`config.mk`:
```
export PLATFORM = sky130hd
export DESIGN_NAME = ethernet_rx_filter_and_classify_unit
export DESIGN_NICKNAME = d
export VERILOG_FILES = /design/src/rtl/erfc_pkg.sv /design/src/rtl/erfc_front.sv /design/src/rtl/erfc_queue.sv /design/src/rtl/erfc_back.sv /design/src/rtl/ethernet_rx_filter_and_classify_unit.sv
export SDC_FILE = /design/constraint.sdc
export NUM_CORES = 1
export LEC_CHECK = 0
export BUFFER_PORTS_ARGS = -buffer_cell sky130_fd_sc_hd__buf_4
export CORE_AREA = 2 2 199 201
export CTS_CLUSTER_SIZE = 16
export DETAILED_ROUTE_END_ITERATION = 6
export DIE_AREA = 0 0 201 203
export PLACE_DENSITY = 0.81
export SYNTH_ARGS = -nofsm -noshare
export SYNTH_HDL_FRONTEND = slang
export SYNTH_SLANG_ARGS = --single-unit
```
`constraint.sdc`:
```
create_clock -name clock -period 7.5 [get_ports clock]
set_clock_uncertainty 0.1 [all_clocks]
set_input_delay 0 -clock clock [delete_from_list [all_inputs] [get_ports clock]]
set_output_delay 0 -clock clock [all_outputs]
set_load 0.005 [all_outputs]
```
`src/rtl/erfc_pkg.sv`:
```
// Shared types and constants for the receive filter and classifier.
`timescale 1ns / 1ps
package erfc_pkg;

   localparam int MAX_FRAME_BYTES = 2048;
   localparam int POS_WIDTH       = $clog2(MAX_FRAME_BYTES + 1);
   localparam int HDR_BYTES       = 14;
   localparam int QUEUE_DEPTH     = 4;
   localparam int QPTR_WIDTH      = $clog2(QUEUE_DEPTH);
   localparam int QCNT_WIDTH      = $clog2(QUEUE_DEPTH + 1);

   localparam logic [15:0] TYPE_IP  = 16'h0800;
   localparam logic [15:0] TYPE_ARP = 16'h0806;

   localparam logic PROTO_IP  = 1'b0;
   localparam logic PROTO_ARP = 1'b1;

   localparam logic [2:0] STATUS_IP      = 3'd0;
   localparam logic [2:0] STATUS_ARP     = 3'd1;
   localparam logic [2:0] STATUS_SHORT   = 3'd2;
   localparam logic [2:0] STATUS_REJECT  = 3'd3;
   localparam logic [2:0] STATUS_UNKNOWN = 3'd4;

   typedef struct packed {
      logic        has_data;
      logic [7:0]  payload_byte;
      logic        protocol;
      logic        frame_end;
      logic [2:0]  frame_status;
      logic [31:0] packets_seen;
      logic [31:0] bytes_seen;
   } rsp_beat_type;

endpackage

```
`src/rtl/erfc_front.sv`:
```
// Front part: byte parser, address filter, type classifier and frame counters.
`timescale 1ns / 1ps
module erfc_front (
   input  logic                  clock,
   input  logic                  reset,
   input  logic [47:0]           station_address,
   input  logic                  beat_accept,
   input  logic [7:0]            rx_byte,
   input  logic                  frame_last,
   output logic                  push,
   output erfc_pkg::rsp_beat_type push_beat
);
   import erfc_pkg::*;

   localparam logic [POS_WIDTH-1:0] POS_MAX = POS_WIDTH'(MAX_FRAME_BYTES);
   localparam logic [POS_WIDTH-1:0] POS_HDR = POS_WIDTH'(HDR_BYTES);
   localparam logic [POS_WIDTH-1:0] POS_ADDR_END = POS_WIDTH'(6);
   localparam logic [POS_WIDTH-1:0] POS_TYPE_HI  = POS_WIDTH'(12);
   localparam logic [POS_WIDTH-1:0] POS_TYPE_LO  = POS_WIDTH'(13);

   logic [POS_WIDTH-1:0] pos_ff, pos_in;
   logic                 match_ff, match_in;
   logic                 group_ff, group_in;
   logic [15:0]          type_ff, type_in;
   logic [31:0]          pkt_cnt_ff, pkt_cnt_in;
   logic [31:0]          byte_cnt_ff, byte_cnt_in;

   logic                 in_window;
   logic [7:0]           want_byte;
   logic                 deliver;
   logic                 addr_ok;
   logic [2:0]           status;

   always_comb begin
      case (pos_ff[2:0])
         3'd0:    want_byte = station_address[47:40];
         3'd1:    want_byte = station_address[39:32];
         3'd2:    want_byte = station_address[31:24];
         3'd3:    want_byte = station_address[23:16];
         3'd4:    want_byte = station_address[15:8];
         default: want_byte = station_address[7:0];
      endcase
   end

   always_comb begin
      in_window = pos_ff < POS_MAX;
      pos_in    = pos_ff;
      match_in  = match_ff;
      group_in  = group_ff;
      type_in   = type_ff;
      deliver   = 1'b0;
      if (in_window) begin
         pos_in = pos_ff + POS_WIDTH'(1);
         if (pos_ff < POS_ADDR_END) begin
            if (rx_byte != want_byte) match_in = 1'b0;
            if (pos_ff == '0) group_in = rx_byte[0];
         end else if (pos_ff == POS_TYPE_HI) begin
            type_in = {rx_byte, 8'h00};
         end else if (pos_ff == POS_TYPE_LO) begin
            type_in = {type_ff[15:8], rx_byte};
         end else if (pos_ff >= POS_HDR && (match_ff || group_ff)) begin
            deliver = (type_ff == TYPE_IP) || (type_ff == TYPE_ARP);
         end
      end

      addr_ok     = match_in || group_in;
      pkt_cnt_in  = pkt_cnt_ff;
      byte_cnt_in = byte_cnt_ff;
      if (pos_in < POS_HDR) begin
         status = STATUS_SHORT;
      end else if (!addr_ok) begin
         status = STATUS_REJECT;
      end else begin
         pkt_cnt_in  = pkt_cnt_ff + 32'd1;
         byte_cnt_in = byte_cnt_ff + 32'(pos_in) - 32'(HDR_BYTES);
         if (type_in == TYPE_IP)       status = STATUS_IP;
         else if (type_in == TYPE_ARP) status = STATUS_ARP;
         else                          status = STATUS_UNKNOWN;
      end

      push_beat = '0;
      if (deliver) begin
         push_beat.has_data     = 1'b1;
         push_beat.payload_byte = rx_byte;
         push_beat.protocol     = (type_ff == TYPE_ARP) ? PROTO_ARP : PROTO_IP;
      end
      if (frame_last) begin
         push_beat.frame_end    = 1'b1;
         push_beat.frame_status = status;
         push_beat.packets_seen = pkt_cnt_in;
         push_beat.bytes_seen   = byte_cnt_in;
      end
      push = beat_accept && (deliver || frame_last);
   end

   always_ff @(posedge clock) begin
      if (reset) begin
         pos_ff      <= '0;
         match_ff    <= 1'b1;
         group_ff    <= 1'b0;
         type_ff     <= '0;
         pkt_cnt_ff  <= '0;
         byte_cnt_ff <= '0;
      end else if (beat_accept) begin
         if (frame_last) begin
            // frame done: counters commit, per-frame state restarts
            pos_ff      <= '0;
            match_ff    <= 1'b1;
            group_ff    <= 1'b0;
            type_ff     <= '0;
            pkt_cnt_ff  <= pkt_cnt_in;
            byte_cnt_ff <= byte_cnt_in;
         end else begin
            pos_ff   <= pos_in;
            match_ff <= match_in;
            group_ff <= group_in;
            type_ff  <= type_in;
         end
      end
   end

endmodule

```
`src/rtl/erfc_queue.sv`:
```
// Short result queue between the front and back parts.
`timescale 1ns / 1ps
module erfc_queue (
   input  logic                   clock,
   input  logic                   reset,
   input  logic                   push,
   input  erfc_pkg::rsp_beat_type push_beat,
   output logic                   full,
   input  logic                   pop,
   output logic                   not_empty,
   output erfc_pkg::rsp_beat_type head_beat
);
   import erfc_pkg::*;

   rsp_beat_type            entry_ff [QUEUE_DEPTH];
   logic [QPTR_WIDTH-1:0]   wr_ptr_ff, wr_ptr_in;
   logic [QPTR_WIDTH-1:0]   rd_ptr_ff, rd_ptr_in;
   logic [QCNT_WIDTH-1:0]   count_ff, count_in;

   assign full      = count_ff == QCNT_WIDTH'(QUEUE_DEPTH);
   assign not_empty = count_ff != '0;
   assign head_beat = entry_ff[rd_ptr_ff];

   always_comb begin
      wr_ptr_in = push ? wr_ptr_ff + QPTR_WIDTH'(1) : wr_ptr_ff;
      rd_ptr_in = pop  ? rd_ptr_ff + QPTR_WIDTH'(1) : rd_ptr_ff;
      count_in  = count_ff;
      if (push && !pop)      count_in = count_ff + QCNT_WIDTH'(1);
      else if (pop && !push) count_in = count_ff - QCNT_WIDTH'(1);
   end

   always_ff @(posedge clock) begin
      if (reset) begin
         wr_ptr_ff <= '0;
         rd_ptr_ff <= '0;
         count_ff  <= '0;
      end else begin
         wr_ptr_ff <= wr_ptr_in;
         rd_ptr_ff <= rd_ptr_in;
         count_ff  <= count_in;
      end
   end

   always_ff @(posedge clock) begin
      if (push) entry_ff[wr_ptr_ff] <= push_beat;
   end

endmodule

```
`src/rtl/erfc_back.sv`:
```
// Back part: output register that drains the queue onto the result channel.
`timescale 1ns / 1ps
module erfc_back (
   input  logic                   clock,
   input  logic                   reset,
   input  logic                   not_empty,
   input  erfc_pkg::rsp_beat_type head_beat,
   output logic                   pop,
   output logic                   rsp_valid,
   input  logic                   rsp_ready,
   output erfc_pkg::rsp_beat_type rsp_beat
);
   import erfc_pkg::*;

   logic         valid_ff, valid_in;
   rsp_beat_type beat_ff;

   // load a new beat when the register is empty or being drained
   assign pop       = not_empty && (!valid_ff || rsp_ready);
   assign valid_in  = pop || (valid_ff && !rsp_ready);
   assign rsp_valid = valid_ff;
   assign rsp_beat  = beat_ff;

   always_ff @(posedge clock) begin
      if (reset) valid_ff <= 1'b0;
      else       valid_ff <= valid_in;
   end

   always_ff @(posedge clock) begin
      if (pop) beat_ff <= head_beat;
   end

endmodule

```
`src/rtl/ethernet_rx_filter_and_classify_unit.sv`:
```
// Top level: Ethernet receive address filter and classifier.
//
//  channel | ports                          | direction | beat
//  --------+--------------------------------+-----------+------------------------------
//  req     | req_valid/req_ready            | in        | one frame byte + last marker
//  rsp     | rsp_valid/rsp_ready            | out       | payload byte and/or frame status
//  csr     | csr_valid/csr_ready            | in        | 48-bit station address
//
// One byte per cycle sustained while the queue has room; the parser updates its
// state in the cycle a byte is taken, the result enters the queue at that edge
// and moves into the output register, raising rsp_valid, once that register is
// empty or being drained. A four-entry queue decouples the parser from rsp
// stalls; req_ready drops only while that queue is full. Synchronous reset
// clears the parser state, counters and station address. csr is always ready.
`timescale 1ns / 1ps
module ethernet_rx_filter_and_classify_unit (
   input  logic        clock,
   input  logic        reset,
   input  logic        csr_valid,
   output logic        csr_ready,
   input  logic [47:0] csr_station_address,
   input  logic        req_valid,
   output logic        req_ready,
   input  logic [7:0]  req_rx_byte,
   input  logic        req_frame_last,
   output logic        rsp_valid,
   input  logic        rsp_ready,
   output logic        rsp_has_data,
   output logic [7:0]  rsp_payload_byte,
   output logic        rsp_protocol,
   output logic        rsp_frame_end,
   output logic [2:0]  rsp_frame_status,
   output logic [31:0] rsp_packets_seen,
   output logic [31:0] rsp_bytes_seen
);
   import erfc_pkg::*;

   logic [47:0]  station_ff;
   logic         req_accept;
   logic         push, full, pop, not_empty;
   rsp_beat_type push_beat, head_beat, out_beat;

   assign csr_ready  = 1'b1;
   assign req_ready  = !full;
   assign req_accept = req_valid && req_ready;

   always_ff @(posedge clock) begin
      if (reset)          station_ff <= '0;
      else if (csr_valid) station_ff <= csr_station_address;
   end

   erfc_front u_front (
      .clock           (clock),
      .reset           (reset),
      .station_address (station_ff),
      .beat_accept     (req_accept),
      .rx_byte         (req_rx_byte),
      .frame_last      (req_frame_last),
      .push            (push),
      .push_beat       (push_beat)
   );

   erfc_queue u_queue (
      .clock     (clock),
      .reset     (reset),
      .push      (push),
      .push_beat (push_beat),
      .full      (full),
      .pop       (pop),
      .not_empty (not_empty),
      .head_beat (head_beat)
   );

   erfc_back u_back (
      .clock     (clock),
      .reset     (reset),
      .not_empty (not_empty),
      .head_beat (head_beat),
      .pop       (pop),
      .rsp_valid (rsp_valid),
      .rsp_ready (rsp_ready),
      .rsp_beat  (out_beat)
   );

   assign rsp_has_data     = out_beat.has_data;
   assign rsp_payload_byte = out_beat.payload_byte;
   assign rsp_protocol     = out_beat.protocol;
   assign rsp_frame_end    = out_beat.frame_end;
   assign rsp_frame_status = out_beat.frame_status;
   assign rsp_packets_seen = out_beat.packets_seen;
   assign rsp_bytes_seen   = out_beat.bytes_seen;

endmodule

```
* After elaboration in Yosys (flattened, before gate mapping)
Memories as Yosys holds them, arrays and structs flattened. A register that Yosys moved wholly into a read port is not among the register bits.
Cells that the tools add are included.
** Word-level totals
- Register bits :: 150
- RAM bits :: 312
- Input port bits :: 62
- Output and inout bits :: 81
- Logic and storage cells :: 95
- Memories kept :: 1
** Memory list
- u_queue.entry_ff :: words 4, bits a word 78, read ports 1, clocked after Yosys merged registers in 1, write ports 1, RTL line erfc_queue.sv:15 : rsp_beat_type entry_ff [QUEUE_DEPTH];
** Operators by class
- Add/subtract/negate cells :: 8
- Magnitude comparators :: 4
- Eq/ne operators :: 12
- Multiplexer cells :: 36
- Reduce and logical (&&, ||, !) cells :: 23
** Operator list (number)
- 32-bit two-way mux :: 4
- 68-bit two-way mux :: 1
- 16-bit by 12-bit == test with 1-bit output (second input constant) :: 4
- 16-bit two-way mux :: 4
- 8-bit case mux with 5 select lines :: 1
- 32-bit by 1-bit adder with 32-bit output (second input constant) :: 1
- 32-bit by 12-bit adder with 32-bit output :: 1
- 32-bit by 4-bit subtractor with 32-bit output (second input constant) :: 1
- 12-bit by 4-bit == test with 1-bit output (second input constant) :: 2
- 12-bit two-way mux :: 2
- 3-bit two-way mux :: 6
- 1-bit two-way mux :: 16
- 12-bit by 1-bit adder with 12-bit output (second input constant) :: 1
- 12-bit by 4-bit greater-or-equal comparator with 1-bit output (second input constant) :: 1
- 12-bit logical NOT :: 1
- 12-bit < comparator (second input constant) :: 1
- 12-bit by 3-bit < comparator with 1-bit output (second input constant) :: 1
- 12-bit by 4-bit < comparator with 1-bit output (second input constant) :: 1
- 10-bit two-way mux :: 1
- 8-bit two-way mux :: 1
- 8-bit != test :: 1
- 1-bit logical AND :: 7
- 3-bit by 2-bit == test with 1-bit output (second input constant) :: 2
- 3-bit == test (second input constant) :: 2
- other kinds (10) :: 20

* Depth between registers and ports, before layout
Gate-level depths: netlist of run 1.
- Depth in word-level cells :: 13
- Gate-level depth with buffers :: 17
- Depth with buffers taken out :: 17

* Modules after synthesis
A second synthesis of run 1 with hierarchy kept.
** Second synthesis, totals
- Cells, all modules :: 1876
- Area total of the unflattened synthesis :: 24224.5 um^2
** By module, submodules not included
- erfc_queue :: times used 1, cells an instance 452, area each 11703.7 um^2, sequential area each 9549.2 um^2
- erfc_front :: times used 1, cells an instance 1182, area each 8374.3 um^2, sequential area each 1881.8 um^2
- erfc_back :: times used 1, cells an instance 83, area each 2397.3 um^2, sequential area each 2362.3 um^2
- ethernet_rx_filter_and_classify_unit :: times used 1, cells an instance 159, area each 1749.2 um^2, sequential area each 960.9 um^2

* Worst setup path before layout of run 1
No wires, ideal clock.
- Path type :: reg-to-reg
- From :: register u_queue.count_ff[0]
- To :: register u_queue.count_ff[2]
- Setup time :: 0.070 ns
- Data arrival time :: 5.667 ns
- Required time :: 7.330 ns
- Setup slack :: 1.662 ns
- Cell stages (with the launch flop) :: 10
- Buffers on the path :: 0
- Clock period less this slack :: 5.838 ns
- Cells stage by stage :: dfxtp_1 > nor3_1 > a21oi_1 > inv_1 > ha_1 > inv_1 > fa_1 > xor2_1 > or3_1 > a21oi_1
** Between the ends
- Elaborated cells on any way between the ends :: 15
- Classes of those cells :: add/sub (2); eq/ne (1); mux (2); reduce/logical (10)
** RTL lines
- start, declared :: RTL line erfc_queue.sv:18 : logic [QCNT_WIDTH-1:0] count_ff, count_in;
- start signal, assigned :: RTL line erfc_queue.sv:40 : count_ff <= count_in;
- 3-bit nonzero test * :: RTL line erfc_queue.sv:21 : assign not_empty = count_ff != '0;
- 1-bit logical AND * :: RTL line erfc_back.sv:19 : assign pop = not_empty && (!valid_ff || rsp_ready);
- via pop :: RTL line ethernet_rx_filter_and_classify_unit.sv:40 : logic push, full, pop, not_empty;
- 1-bit logical NOT :: RTL line erfc_queue.sv:28 : if (push && !pop) count_in = count_ff + QCNT_WIDTH'(1);
- 1-bit logical AND :: RTL line erfc_queue.sv:28
- 3-bit two-way mux or 2-bit nonzero test (tied branches)
Mark *: on every way through the listed nets, which the timed path passes. The rest lies on a longest branch. The select of a mux whose other input is x is not followed.
A chain may end at the register's enable or synchronous reset.

==> results of run 1 <==
[final timing paths]
| path | start | to | slack (ns) | cells after the start |
|---|---|---|---|---|
| setup reg to reg | u_front.pos_ff[2] | u_queue.entry_ff[1][31] | 2.46 | 15 |
| setup / recovery | u_front.pos_ff[2] | u_queue.entry_ff[1][31] | 2.46 | 15 |
| hold reg to reg | u_front.byte_cnt_ff[5] | u_front.byte_cnt_ff[5] | 0.36 | 2 |
| hold / removal | csr_valid | station_ff[47] | 0.05 | 3 |
[layout make-up]
class                           count  share of cell area (%)
Sequential cell                   540                    53.2
Multi-Input combinational cell   1082                    28.9
Timing Repair Buffer              260                    8.02
Clock buffer                       56                    4.79
Tap cell                          518                    2.34
Clock inverter                     41                    1.87
Inverter                           67                   0.908
Antenna cell                        1                 0.00904
[critical path: stages, from the launching register on]
cell	delay (ns)
dfxtp_1	0.84
and4_1	0.34
and4_1	0.21
xnor2_1	0.19
ha_1	0.30
inv_1	0.07
ha_1	0.32
a21oi_1	0.16
o21ai_0	0.14
or3_1	0.40
o211ai_1	0.28
nand3b_1	0.18
a221oi_1	0.51
o21ai_0	0.16
a21boi_0	0.29
mux2i_1	0.35
[state kept, by name, indices dropped and copies added (netlist names)]
| register | cells |
|---|---|
| u_back.rsp_beat | 78 |
| u_front.type_ff | 16 |
| u_queue.count_ff | 3 |
| u_front.pos_ff | 12 |
| station_ff | 48 |
| u_queue.entry_ff | 312 |
| u_back.rsp_valid | 1 |
| u_queue.wr_ptr_ff | 2 |
| u_front.byte_cnt_ff | 32 |
| u_queue.rd_ptr_ff | 2 |
| u_front.pkt_cnt_ff | 32 |
| u_front.match_ff | 1 |
| u_front.group_ff | 1 |
[routing by layer]
layer,vias up,wire length [um],global-route usage (%)
met5,-,0,0
met2,608,26000,44.4
li1,7020,-,-
met3,139,2830,3.21
met1,7527,20900,32.8
met4,0,1740,9.92
[report_power, final]
group          internal [uW]  total, uW  leakage [uW]  switching, uW
Sequential              3630       3820       0.00477            190
Combinational            678       1260       0.00409            583
Clock                   1670       2780      0.000887           1110
[per-stage QoR]
stage	hold slack, ns	cell area (um^2)	worst slack [ns]	power, uW	utilization (%)
after global routing	0.0746	27700	2.07	8130	72.0
final	0.0482	27700	2.46	7860	72.0
after global placement	0.132	24800	2.76	5050	64.4
after CTS	0.0153	27700	2.52	7900	72.0
after floorplan	-0.00113	23300	1.66	4510	-
after detailed placement	0.143	24800	2.64	5090	64.4
[layout by cell type (no fill, tap or decap), types with 8 or more instances in the layout]
cell	Yosys	final
a21o_1	8	8
a21oi_1	101	100
a22oi_1	29	29
a31oi_1	9	9
and2_1	21	17
and3_1	12	12
buf_4	4	152
bufinv_16	0	11
clkbuf_16	0	52
clkinv_1	1	12
clkinv_2	0	9
dfxtp_1	150	148
dlygate4sd3_1	0	108
edfxtp_1	390	390
ha_1	50	50
inv_1	66	65
mux2i_1	63	63
mux4_2	78	78
nand2_1	119	119
nand2b_1	9	9
nand3_1	37	37
nand4_1	17	17
nor2_1	233	233
nor3_1	18	18
o21ai_0	44	44
or3_1	21	21
xnor2_1	50	50
xor2_1	40	40
[logic make-up after synthesis]
kind of cell               synth area share [%]
muxes                                      10.3
DFF                                        63.1
AOI/OAI and AO/OA                          6.96
xor gates and xnor gates                   3.38
other                                    0.0161
buffers and inverters                      2.74
and+or+nand+nor                            10.7
adders and majority gates                  2.85
==> metrics.cfg, run 1 <==
[status]
status = finished, final reports clean

[clock_tree]
post_cts_buffers = 0
cts_inserted_buffers = 52
cts_buffer_depth = 3
cts_tree = built
cts_resized = 0
clk_latency_ns = 0.59
holdBufCountCts = 108
cts_sinks = 540
cts-root-buf = clkbuf_16
h-tree-depth = 2
clk_pin_slew_ns = 0.06

[sta]
tns_ns = 0
drv_slew = 0
period_share_pct = 67.3
rsz0062_at_grt = false
worstMarginPinSlew_ns = 1.09
timing.fmax_ghz = 0.198
relSlewSlack_pct = 25.3
setup_viol = 0
fin_crit_ns = 5.04
hold_viol = 0

[power]
power_density_nw_per_um2 = 284
p_leak_uw = 0.00974
ir_worst_vdd_v = 0.000169

[synthesis]
yosys_warnings = 0
yosys_register_bits = 540
synthFlopType = edfxtp_1
syn_area_per_cell_um2 = 13.1
yosys.cell_count.top_type = edfxtp_1
synth_top_area_share_pct = 50.2
synth_edf_count = 390
syn_nets = 1895
yosys-top-cells-area = edfxtp_1 (50%), dfxtp_1 (13%), mux4_2 (7.5%)
synth_area_um2 = 23300
yosys.area.top_type = edfxtp_1
syn_inst = 1781
ys_seq_area_share_pct = 63.1
yosys.cell_types.count = 73
synthArstFlopShare_pct = 0
synthTopCellsByCount = edfxtp_1 (390), nor2_1 (233), dfxtp_1 (150), nand2_1 (119), a21oi_1 (101)

[global_route]
grt_pass1_vias = 15501
grt.overflow.total = 0
antenna_found_initial = 1
grt_util_all_layers_pct = 25.5
grt_pass1_wl_um = 82400
grt_max_degree = 95

[flow_run]
maxCapViolations = 0

[drt]
drc = 0
wl_per_cell_um = 20.1
final_antenna_net_count = 0
vias_per_cell = 5.96
drt_iter0_drc = 1370
dr_total_vias = 15294
routed_wl_um = 51400
drt-pass1-iter-count = 5

[critical_path]
cp.required_ns = 7.78
critical_path_peak_fanout = 24
path_class = flip-flop to flip-flop
end_kind = flip-flop
cp-start-kind = flip-flop
cp.arrival_ns = 5.33

[floorplanning]
rows = 72
dieArea_um2 = 40800
io_pins = 143
start_util_pct = 60.6
core_area_um2 = 38500
dieWidth_um = 201
dieHeight_um = 203

[cells_and_area]
regArea_um2 = 14700
fill_cells = 2385
multi_input_area_um2 = 8010
drive_above_1_share_pct = 16.5
syn2layout_area_growth_pct = 18.7
finalNonFillerCells = 2565
nNetsFinal = 2117

[placed_design]
place.port_buffers = 141
dp_hpwl_um = 29700
finalWeightedCongestion = 0.876
dp.cells = 2359

[hold_path]
min_path_type = primary input to flip-flop

Note: power is estimated with default switching activity, not from simulation.
==> run 2, diff against run 1 <==
CORE_AREA = 2 2 209 211   (was 2 2 199 201)
DIE_AREA = 0 0 211 213   (was 0 0 201 203)
PLACE_DENSITY = 0.78   (was 0.81)
clock period = 4.19 ns   (was 7.5 ns; I/O delays follow)
==> run 2 against run 1 <==
  * Critical endpoint is now u_queue.entry_ff[1][21]
  * Core utilization shrank 5.0 points
  * Global-route usage down 1.9 points
  * Routed wire length up 3.8%
  * Sequential cell count is the same
  * Hold slack got worse by 0.012 ns
  * Clock power rose by 77%
  * First-iteration DRC count decreased by 14%
  * Register-to-register slack worse by 2.4 ns
  * Largest power group unchanged
==> metrics.cfg, run 2 (synthesis results as in run 1) <==
[power]
power_density_nw_per_um2 = 492  ; +73%
power_uw = 14100  ; +79%
ir_worst_vdd_v = 0.000320  ; +90%
p_leak_uw = 0.0102  ; +4.4%

[drt]
drt-met1-wl_um = 21800  ; +4.2%
vias_per_cell = 5.86  ; -1.7%
dr_wl_met3_um = 2970  ; +4.9%
wl_per_cell_um = 20.1  ; about the same
final_antenna_net_count = 0  ; unchanged
drt_iter0_drc = 1180  ; -14%
wl_met2_um = 26900  ; +3.5%
drc = 0  ; unchanged
dr_total_vias = 15609  ; +2.1%
dr.max_layer_used = met4
drt-pass1-iter-count = 6  ; +1
routed_wl_um = 53400  ; +3.8%

[global_route]
grt.overflow.total = 0  ; unchanged
antenna_found_initial = 0  ; -1
grt_pass1_vias = 15755  ; +1.6%
grt_pass1_wl_um = 83100  ; +0.96%
grt_max_degree = 74  ; -22%
grt_util_all_layers_pct = 23.6  ; -1.9 points

[critical_path]
cp.required_ns = 4.39  ; -3.39 ns
critical_path_peak_fanout = 7  ; -71%
path_class = flip-flop to flip-flop
end_kind = flip-flop
critPathMaxStageDelay_ns = 0.39  ; -0.45 ns
slowest_stage = o311a_4
cp.arrival_ns = 4.36  ; -0.97 ns
cp_cell_sequence = buf_6, buf_6, nand3_2, nor4_2, buf_4, xnor2_4, ha_1, inv_2, ha_4, a21o_1, a21oi_2, a21oi_2, buf_4, buf_4, o211ai_1, a21oi_2, o311a_4, o21ai_2, nor3b_4, o22ai_2
cp-start-kind = flip-flop

[sta]
whs_ns = 0.0358  ; -0.0125 ns
relSlewSlack_pct = 33.3  ; +8.0 points
worst_slack_ns = 0.0265  ; -2.43 ns
rsz0062_at_grt = true
fin_crit_ns = 4.16  ; -0.881 ns
setup_viol = 0  ; unchanged
period_share_pct = 99.4  ; +32 points
timing.fmax_ghz = 0.240  ; +21%
hold_viol = 0  ; unchanged
worstMarginPinSlew_ns = 1.00  ; -0.0917 ns
drv_slew = 0  ; unchanged

[cells_and_area]
layout_commonest_cell = edfxtp_1
drive_above_1_share_pct = 21.8  ; +5.3 points
syn2layout_area_growth_pct = 22.7
finalNonFillerCells = 2663  ; +3.8%
multi_input_area_um2 = 8330  ; +4.1%
largest_reg_flops = 312  ; unchanged
nNetsFinal = 2186  ; +3.3%
final_core_util_pct = 67.0  ; -5.0 points
fill_cells = 2854  ; +20%
largest-register = u_queue.entry_ff
regArea_um2 = 14700  ; about the same
mostFrequentLayoutCells = edfxtp_1 (390), nor2_1 (229), buf_4 (209)
antenna_cells = 0  ; -1

[floorplanning]
io_pins = 143  ; unchanged
dieHeight_um = 213  ; +4.9%
dieWidth_um = 211  ; +5.0%
rows = 76  ; +5.6%
core_area_um2 = 42700  ; +11%
start_util_pct = 54.6  ; -6.0 points
dieArea_um2 = 44900  ; +10%

[flow_run]
maxCapViolations = 0  ; unchanged

[clock_tree]
cts_tree = built
clk_pin_slew_ns = 0.06  ; about the same
cts_inserted_buffers = 54  ; +3.8%
h-tree-depth = 2  ; unchanged
cts_sinks = 540  ; unchanged
cts_buffer_depth = 3  ; unchanged
cts-root-buf = clkbuf_16
clk_latency_ns = 0.61  ; +0.02 ns

[hold_path]
min_path_type = primary input to flip-flop

[placed_design]
place.port_buffers = 141  ; unchanged
dp.cells = 2435  ; +3.2%
finalWeightedCongestion = 0.932  ; +6.5%
pre_cts_ws_ns = -0.228  ; -2.87 ns
dp_hpwl_um = 30600  ; +3.1%

[status]
status = finished, final reports clean

## run 2: area by class of cell
type / count / share of cell area [%]
Inverter: 67 / 0.892
Sequential cell: 540 / 51.5
Clock inverter: 32 / 1.29
Timing Repair Buffer: 327 / 9.79
Multi-Input combinational cell: 1082 / 29.1
Clock buffer: 69 / 5.06
Tap cell: 546 / 2.39
## run 2: final timing paths
check,from,to,slack [ns],cells after the start
worst min-delay path,csr_valid,station_ff[29],0.04,3
worst max register to register,u_front.pos_ff[1],u_queue.entry_ff[1][21],0.03,20
worst max-delay path,u_front.pos_ff[1],u_queue.entry_ff[1][21],0.03,20
worst min register to register,u_front.byte_cnt_ff[1],u_front.byte_cnt_ff[1],0.36,2
## run 2: layer usage
| layer | up-vias | GRT usage, % |
|---|---|---|
| met4 | 0 | 8.81 |
| met5 | - | 0 |
| li1 | 7174 | - |
| met3 | 139 | 3.47 |
| met1 | 7746 | 30.2 |
| met2 | 550 | 41.0 |
## run 2: timing repair
item	4_1_cts	5_1_grt
hold buffers	111	0
cloned	0	0
hold endpoints to repair	154	0
endpoints found under the setup margin	26	52
setup buffers	3	13
pin swaps	8	34
resized for setup	15	64
## run 2: per-stage QoR
step	TNS, ns	area (um^2)
after floorplan	0	23300
after global placement	0	25200
after detailed placement	-2.30	25200
after CTS	-0.00436	28200
after global routing	-2.98	28600
final	0	28600
## run 2: worst max-delay path, delay by kind of cell (launching register included)
family	cells	cell delay, ns
XOR/XNOR	1	0.12
AO/OA/AOI/OAI	8	1.43
buffers and inverters	6	0.77
adder cells (fa/ha/maj)	2	0.45
flip-flops	1	0.33
AND/OR/NAND/NOR	3	0.64
## run 2: power breakdown
part	switching [uW]	internal (uW)	total, uW	leakage, uW
combinational	1030	1260	2290	0.00451
sequential	376	6490	6870	0.00477
clock	2040	2890	4930	0.000880
==> run 3, diff against run 2 <==
CORE_AREA = 2 2 224 226   (was 2 2 209 211)
DIE_AREA = 0 0 226 228   (was 0 0 211 213)
PLACE_DENSITY = 0.69   (was 0.78)
==> run 3 against run 2 <==
  * Worst setup slack better by 0.14 ns
  * Sequential share of layout area fell by 0.73 points
  * Fmax rose by 3.4%
  * Non-clock buffer count rose by 36
  * Register-to-register slack gained 0.14 ns
  * Die area rose by 15%
  * Final cell count grew 6.1%
  * Combinational power grew 5%
  * Sequential power fell by 1%
  * Power is essentially flat
  * Sequential cell count did not move
  * Clock power decreased by 0.8%
==> metrics.cfg, run 3 (synthesis results as in run 1) <==
[clock_tree]
h-tree-depth = 2  ; unchanged
clk_latency_ns = 0.61  ; about the same
clk_pin_slew_ns = 0.06  ; about the same
cts_tree = built
cts-root-buf = clkbuf_16
cts_inserted_buffers = 54  ; unchanged
cts_buffer_depth = 3  ; unchanged
cts_sinks = 540  ; unchanged

[critical_path]
end_kind = flip-flop
critPathMaxStageDelay_ns = 0.51  ; +0.12 ns
slowest_stage = or4b_4
cp-start-kind = flip-flop
r2r_setup_slack_ns = 0.16  ; +0.14 ns
path_class = flip-flop to flip-flop
cp_cell_sequence = ha_1, nand4b_1, or3_4, and2_4, xor2_1, ha_1, nand4_1, nor2_2, a221oi_2, a21oi_2, or2_4, a311oi_2, buf_4, o31a_1, or4b_4, o311ai_4
critical_path_peak_fanout = 5  ; -2
path_delay_family = simple AND/OR/NAND/NOR gates
cp.arrival_ns = 4.32  ; -0.04 ns
cp.required_ns = 4.48  ; +0.09 ns
critPathBufInv = 1  ; -5
crit_top_cell = ha_1

[sta]
fin_crit_ns = 4.03  ; -0.135 ns
period_share_pct = 96.1  ; -3.2 points
timing.fmax_ghz = 0.248  ; +3.4%
hold_viol = 0  ; unchanged
worst_slack_ns = 0.162  ; +0.135 ns
setup_viol = 0  ; unchanged
drv_slew = 0  ; unchanged
worstMarginPinSlew_ns = 0.856  ; -0.145 ns
relSlewSlack_pct = 43.0  ; +9.7 points

[floorplanning]
core_area_um2 = 49300  ; +16%
dieHeight_um = 228  ; +7.0%
dieWidth_um = 226  ; +7.1%
rows = 82  ; +7.9%
dieArea_um2 = 51500  ; +15%
io_pins = 143  ; unchanged
start_util_pct = 47.3  ; -7.4 points

[global_route]
grt_max_degree = 66  ; -11%
antenna_found_initial = 0  ; unchanged
grt_pass1_vias = 15851  ; +0.61%
grt_util_all_layers_pct = 20.7  ; -3.0 points
grt_pass1_wl_um = 84100  ; +1.2%
grt.overflow.total = 0  ; unchanged

[drt]
vias_per_cell = 5.44  ; -7.2%
wl_per_cell_um = 18.8  ; -6.4%
final_antenna_net_count = 0  ; unchanged
routed_wl_um = 53100  ; -0.63%
drc = 0  ; unchanged
drt-pass1-iter-count = 6  ; unchanged
dr_total_vias = 15366  ; -1.6%
drt_iter0_drc = 1146  ; -2.9%

[cells_and_area]
nNetsFinal = 2222  ; +1.6%
finalNonFillerCells = 2826  ; +6.1%
mostFrequentLayoutCells = edfxtp_1 (390), nor2_1 (230), buf_4 (219)
largest_reg_flops = 312  ; unchanged
drive_above_1_share_pct = 21.4  ; -0.37 points
antenna_cells = 0  ; unchanged
layout_commonest_cell = edfxtp_1
fin_area_um2 = 29000  ; +1.4%
fill_cells = 3801  ; +33%
largest-register = u_queue.entry_ff
syn2layout_area_growth_pct = 24.5

[placed_design]
dp_hpwl_um = 32300  ; +5.5%
finalWeightedCongestion = 0.865  ; -7.3%
place.port_buffers = 141  ; unchanged
dp.cells = 2583  ; +6.1%
detailed_place.area_um2 = 25600  ; +1.4%
pre_cts_ws_ns = -0.119  ; +0.109 ns

[hold_path]
min_path_type = primary input to flip-flop

[flow_run]
maxCapViolations = 0  ; unchanged

[power]
power_uw = 14100  ; about the same
p_leak_uw = 0.0104  ; +2.2%
ir_worst_vdd_v = 0.000309  ; -3.6%
power_density_nw_per_um2 = 485  ; -1.5%

[status]
status = finished, final reports clean

[run 3: metal layers]
| layer | up-vias | share of wire, % | GRT usage [%] | wire, um |
|---|---|---|---|---|
| met1 | 7589 | 43 | 27.0 | 22800 |
| met2 | 432 | 50 | 35.5 | 26400 |
| met4 | 0 | 2.4 | 6.42 | 1270 |
| met5 | - | 0 | 0 | 0 |
| met3 | 100 | 4.9 | 3.08 | 2610 |
| li1 | 7245 | - | - | - |
[run 3: report_power, final]
part | switching (uW) | internal (uW)
sequential | 275 | 6490
clock | 2030 | 2860
combinational | 1120 | 1290
total | 3430 | 10600
[run 3: path summary, 6_finish.rpt]
check                              start  depth (start not counted)                 endpoint
setup reg to reg       u_front.pos_ff[1]                         16  u_queue.entry_ff[3][28]
setup / recovery       u_front.pos_ff[1]                         16  u_queue.entry_ff[3][28]
hold reg to reg   u_front.byte_cnt_ff[7]                          2   u_front.byte_cnt_ff[7]
hold / removal            req_rx_byte[2]                          4      u_front.type_ff[10]
[run 3: worst reg2reg max path: cells and delay by family (launching register included)]
family / cells / cell delay (ns)
DFF: 1 / 0.37
AOI/OAI and AO/OA: 5 / 0.76
buffers and inverters: 1 / 0.18
and+or+nand+nor: 7 / 1.74
adders and majority gates: 2 / 0.53
xor gates and xnor gates: 1 / 0.14
[run 3: metrics by stage]
stage	TNS [ns]	hold WS (ns)	util [%]
after floorplan	0	-0.00113	-
after global placement	-0.190	0.133	51.8
after detailed placement	-1.10	0.142	51.8
after CTS	0	0.111	58.4
after global routing	-0.304	0.159	58.8
final	0	0.149	58.8
[run 3: repair_timing]
action                                 CTS  global route
pin swaps                                2            16
gates resized for setup                 14            44
hold buffers                           135             0
setup buffers                            1             5
endpoints found under the hold margin  165             0
setup endpoints to repair               26            43
[run 3: cell type report]
class,instances,area [um^2],share of cell area [%]
Sequential cell,540,14700,50.7
Clock buffer,66,1500,5.15
Tap cell,672,841,2.90
Inverter,67,251,0.866
Timing Repair Buffer,363,3160,10.9
Clock inverter,36,335,1.15
Multi-Input combinational cell,1082,8220,28.3
